`src/design/lif_pkg.sv`:
```
// ----------------------------------------------------------------------------
// lif_pkg
// Types and constants shared by the leaky integrate-and-fire update block.
// ----------------------------------------------------------------------------
package lif_pkg;

	localparam int IDX_W   = 8;
	localparam int V_W     = 16;
	localparam int GAIN_W  = 16;
	localparam int REFR_W  = 8;
	localparam int CFG_W   = 16;
	localparam int REG_W   = 3;
	// Number of neurons that an 8-bit index can name.
	localparam int INDEX_SPACE = 256;

	localparam logic [REG_W-1:0] REG_REST      = 3'd0;
	localparam logic [REG_W-1:0] REG_RESET     = 3'd1;
	localparam logic [REG_W-1:0] REG_THRESHOLD = 3'd2;
	localparam logic [REG_W-1:0] REG_LEAK_GAIN = 3'd3;
	localparam logic [REG_W-1:0] REG_IN_GAIN   = 3'd4;
	localparam logic [REG_W-1:0] REG_REFR      = 3'd5;

	localparam logic signed [V_W-1:0]  REST_RST      = -16'sd16640;
	localparam logic signed [V_W-1:0]  RESET_RST     = -16'sd16640;
	localparam logic signed [V_W-1:0]  THRESHOLD_RST = -16'sd14080;
	localparam logic [GAIN_W-1:0]      LEAK_GAIN_RST = 16'd256;
	localparam logic [GAIN_W-1:0]      IN_GAIN_RST   = 16'd256;
	localparam logic [REFR_W-1:0]      REFR_RST      = 8'd2;

	typedef struct packed {
		logic signed [V_W-1:0] rest;
		logic signed [V_W-1:0] reset_v;
		logic signed [V_W-1:0] threshold;
		logic [GAIN_W-1:0]     leak_gain;
		logic [GAIN_W-1:0]     input_gain;
		logic [REFR_W-1:0]     refr_steps;
	} lif_cfg_t;

	// One neuron's stored state.
	typedef struct packed {
		logic signed [V_W-1:0] v;
		logic [REFR_W-1:0]     refr;
	} lif_state_t;

	localparam int STATE_W = V_W + REFR_W;

endpackage

```
`src/design/lif_core.sv`:
```
// ----------------------------------------------------------------------------
// lif_core
// Combinational neuron update: leak and input integration, saturation,
// threshold test and refractory countdown.
// ----------------------------------------------------------------------------
module lif_core (
	input  lif_pkg::lif_cfg_t                cfg,
	input  logic                             in_range,
	input  lif_pkg::lif_state_t              state_old,
	input  logic signed [lif_pkg::V_W-1:0]   current,
	output lif_pkg::lif_state_t              state_new,
	output logic                             spiked,
	output logic                             refractory,
	output logic signed [lif_pkg::V_W-1:0]   potential
);
	import lif_pkg::*;

	logic signed [V_W:0]    diff;
	logic signed [33:0]     leak_p;
	logic signed [33:0]     in_p;
	logic signed [34:0]     acc;
	logic signed [26:0]     delta;
	logic signed [27:0]     v_sum;
	logic signed [V_W-1:0]  v_sat;

	assign diff   = {cfg.rest[V_W-1], cfg.rest} - {state_old.v[V_W-1], state_old.v};
	assign leak_p = 34'($signed({1'b0, cfg.leak_gain})) * 34'(diff);
	assign in_p   = 34'($signed({1'b0, cfg.input_gain})) * 34'(current);
	assign acc    = {leak_p[33], leak_p} + {in_p[33], in_p};
	// Dropping the low byte of a two's complement value rounds towards minus infinity.
	assign delta  = acc[34:8];
	assign v_sum  = {delta[26], delta} + {{12{state_old.v[V_W-1]}}, state_old.v};

	always_comb begin
		if (v_sum > 28'sd32767) begin
			v_sat = 16'sh7fff;
		end else if (v_sum < -28'sd32768) begin
			v_sat = 16'sh8000;
		end else begin
			v_sat = v_sum[V_W-1:0];
		end
	end

	always_comb begin
		state_new  = state_old;
		spiked     = 1'b0;
		refractory = 1'b0;
		potential  = '0;
		if (in_range) begin
			if (state_old.refr != '0) begin
				state_new.refr = state_old.refr - 1'b1;
				state_new.v    = cfg.rest;
				refractory     = 1'b1;
			end else if (v_sat >= cfg.threshold) begin
				state_new.refr = cfg.refr_steps;
				state_new.v    = cfg.reset_v;
				spiked         = 1'b1;
			end else begin
				state_new.v = v_sat;
			end
			potential = state_new.v;
		end
	end

endmodule

```
`config.mk`:
```
export PLATFORM = sky130hd
export DESIGN_NAME = lif_core
export DESIGN_NICKNAME = d
export VERILOG_FILES = /design/src/design/lif_pkg.sv /design/src/design/lif_core.sv
export SDC_FILE = /design/constraint.sdc
export NUM_CORES = 1
export LEC_CHECK = 0
export ABC_AREA = 1
export BUFFER_PORTS_ARGS = -buffer_cell sky130_fd_sc_hd__buf_2
export CAP_MARGIN = 20
export CORE_ASPECT_RATIO = 0.9
export CORE_MARGIN = 2
export CORE_UTILIZATION = 61
export DETAILED_ROUTE_END_ITERATION = 10
export PLACE_DENSITY = 0.85
export SLEW_MARGIN = 20
export SYNTH_ARGS = -nofsm -noshare
export SYNTH_HDL_FRONTEND = slang
export SYNTH_SLANG_ARGS = --single-unit
```
`constraint.sdc`:
```
create_clock -name vclk -period 32.7
set_input_delay 6.54 -clock vclk [all_inputs]
set_output_delay 6.54 -clock vclk [all_outputs]
set_load 0.05 [all_outputs]
```
# Word level (Yosys, flattened, before mapping)
# Index checks and enable logic that the tools add are counted.
[word_totals]
out_inout_bits = 42
ff_bits = 0
wordCells = 22
[classes]
n_lt_le_gt_ge = 3
n_addsub = 4
multipliers = 2
n_reduce_logical = 1
mux = 12
[ops]
columns = ["cell", "count"]
rows = [
  ["16-bit two-way mux", 4],
  ["24-bit two-way mux", 2],
  ["34-bit by 33-bit adder with 35-bit output", 1],
  ["17-bit by 17-bit multiplier with 34-bit output", 1],
  ["17-bit by 16-bit multiplier with 33-bit output", 1],
  ["27-bit by 16-bit adder with 28-bit output", 1],
  ["28-bit by 16-bit greater-than comparator with 1-bit output (second input constant)", 1],
  ["28-bit by 16-bit < comparator with 1-bit output (second input constant)", 1],
  ["16-bit by 16-bit subtractor with 17-bit output", 1],
  ["16-bit greater-or-equal comparator", 1],
  ["8-bit two-way mux", 1],
  ["8-bit nonzero test", 1],
  ["8-bit by 1-bit subtractor with 8-bit output (second input constant)", 1],
  ["1-bit two-way mux", 5],
]

# Depth between registers and ports, before layout
[depth]
word_depth = 11
mapped_depth = 71

# Worst setup path before layout
# No wires, ideal clock.
[synth_path]
kind = "input to output"
from = "in cfg[72] (netlist bit)"
to = "out state_new[4] (netlist bit)"
stages = 61
t_required_ns = 26.160
arrival_time_ns = 18.111
setup_slack_ns = 8.049
path_buffers = 3
cell_sequence = "inv_1 ha_1 fa_1 o21ai_1 a31oi_1 o21ai_2 a31o_2 xor2_1 inv_1 buf_2 nor2_1 fa_1 fa_1 inv_1 fa_1 inv_1 fa_1 inv_1 [... 25 more ...] nand2_1 nor2_2 nand2_2 nand2_4 buf_12 nand2_1 nand2_2 ha_1 a21oi_1 nor2_1 a211oi_1 nor2_1 nor3_1 nand3_1 nand3_1 clkbuf_1 nand3_1 a22oi_1"
[synth_lines]
columns = ["element", "line", "source"]
rows = [
  ["from (decl)", "lif_core.sv:7", "input lif_pkg::lif_cfg_t cfg,"],
  ["to (decl)", "lif_core.sv:11", "output lif_pkg::lif_state_t state_new,"],
]

==> results.md <==
- Status: finished, final reports clean
- HP Class: in -> out
- Total congestion overflow: 0
- Gr usage total: 0.323
- Number of global-route vias before repair: 20589
- Dpl cells: 3672
- Die X: 208 um
- Worst Max-Slew Pin Slew: 0.890 ns
- Row cnt: 67
- Post-synthesis sequential area ratio: 0
- First-pass GRT wire length: 102000 um
- Share of cells above drive strength 1: 0.0809
- Detailed Route Iter0 Violations: 1605
- Antenna fix cells: 0
- Cell taking the most area after synthesis: fa_1
- Avg WL per Cell: 16.6 um
- Setup TNS: 0 ns
- Fin nets: 4074
- Synth warn: 0
- Fmax: 36.5 MHz
- Seq. cell area: 0 um2
- FF+latch count: 0
- Crit path from: cfg[72]
- Via density: 5.39
- TritonRoute pass-1 iters: 6
- Setup crit end kind: output pin
- Core area: 0.0371 mm2
- Fin. Hold Viols: 0
- Setup CP Type: in -> out
- Layout area overhead: 4.81%
- Critical Path Fanout Max: 23
- Post-synthesis cell type count: 49
- Mapped Area: 0.0228 mm2
- Critical-path top delay cell: nor2_4
- Required time of the critical path: 26.16 ns
- Effective utilization at floorplan: 0.616
- Residual DRC: 0
- Hold_sp: cfg[1]
- Post-Synthesis Net Count: 3989
- Final critical-path required period: 27.41 ns
- CP peak stage delay: 0.76 ns
- Total of max-cap violations: 0
- CTS resizes: 0
- Placed wire-length estimate: 53700 um
- Hold_buf cts: 0
- Slew margin rel.: 0.405
- Synth Area per Inst: 7.35 um2
- Worst EP arrival: 20.87 ns
- GP Congestion: 0.996
- Final setup fails: 0
- Final max-slew violation count: 0
- DRT antenna net count: 0
- IO buf count: 171
- Final Instance Area: 0.0239 mm2
- Clock Buffer Count: 0
- Finished Layout Cells: 3672
- Die Span Y: 188 um
- Post-CTS Setup Bufs: 0
- Worst hold margin: 13.48 ns
- Syn Inst Count: 3106
- Initial antenna violation count: 0
- Placed cell area: 0.0239 mm2
- Commonest non-fill, non-tap cells in the layout: inv_1 (884), nand2_1 (673), fa_1 (466), ha_1 (288), nor2_1 (286)
- Crit share post-route: 0.838
- Die area: 0.0390 mm2
- Post-synth top area share: 0.408
- Largest net degree at the start of global routing: 24
- Routed WL: 61100 um
- Most common cell after layout, fill and taps aside: inv_1
- Via Count: 19801
- Top area cells in the synthesized netlist: fa_1 (41%), ha_1 (16%), inv_1 (15%)
- Num ports: 171
- RSZ-0062 raised after global routing: no
- Crit path launch type: primary input
## synth_stat cells (8+ instances only)
library cell  number
nand3_2           13
xor2_1            34
or2_2             18
ha_1             288
nand2_1          673
xnor2_1           21
fa_1             466
a21oi_1           84
nand3_1           87
clkbuf_1          79
nor2_2            10
nor2_1           287
nor3_1             8
clkinv_1           8
nand2_2           33
inv_1            884
nand4_1           20
o21ai_0           30
## metal layers
metal | vias up | wire length (um) | share of wire | global-route usage
met5 | - | 0 | 0 | 0
met4 | 0 | 2360 | 0.039 | 0.110
met3 | 181 | 5830 | 0.095 | 0.0579
met2 | 956 | 28500 | 0.47 | 0.523
met1 | 9516 | 24400 | 0.40 | 0.440
li1 | 9148 | - | - | -
## logic make-up (layout without fill, tap and decap cells)
group / count (synthesis) / in the layout / share of synthesized area
compound gates: 145 / 145 / 0.0351
xor+xnor: 57 / 57 / 0.0228
fa+ha+maj: 754 / 754 / 0.566
buf+inv: 982 / 1065 / 0.163
simple gates: 1168 / 1168 / 0.213
## per-stage QoR
step                worst slack, ns  utilization
floorplan                      8.05            -
global placement               5.84        0.646
detailed placement             5.72        0.646
CTS                            5.68        0.646
global route                   4.37        0.646
finish                         5.29        0.646
## critical path: cells and delay by family
kind | cells | cell delay, ns
AOI/OAI and AO/OA | 10 | 2.29
adders and majority gates | 13 | 5.68
xor gates and xnor gates | 2 | 0.80
and+or+nand+nor | 22 | 4.32
buffers and inverters | 11 | 1.19
## layout make-up
cell class	instances	area (um2)
multi-input cells	2124	19100
fillers	3194	13100
inverters	892	3350
repair buffers	173	871
well taps	483	604
## path summary, 6_finish.rpt
kind | endpoint | cells after the start
setup / recovery | state_new[9] | 58
hold / removal | state_new[1] | 4
Power is left out: the tool's default activity adds up to more than one toggle a clock period on the data nets, which glitch-free logic cannot reach.
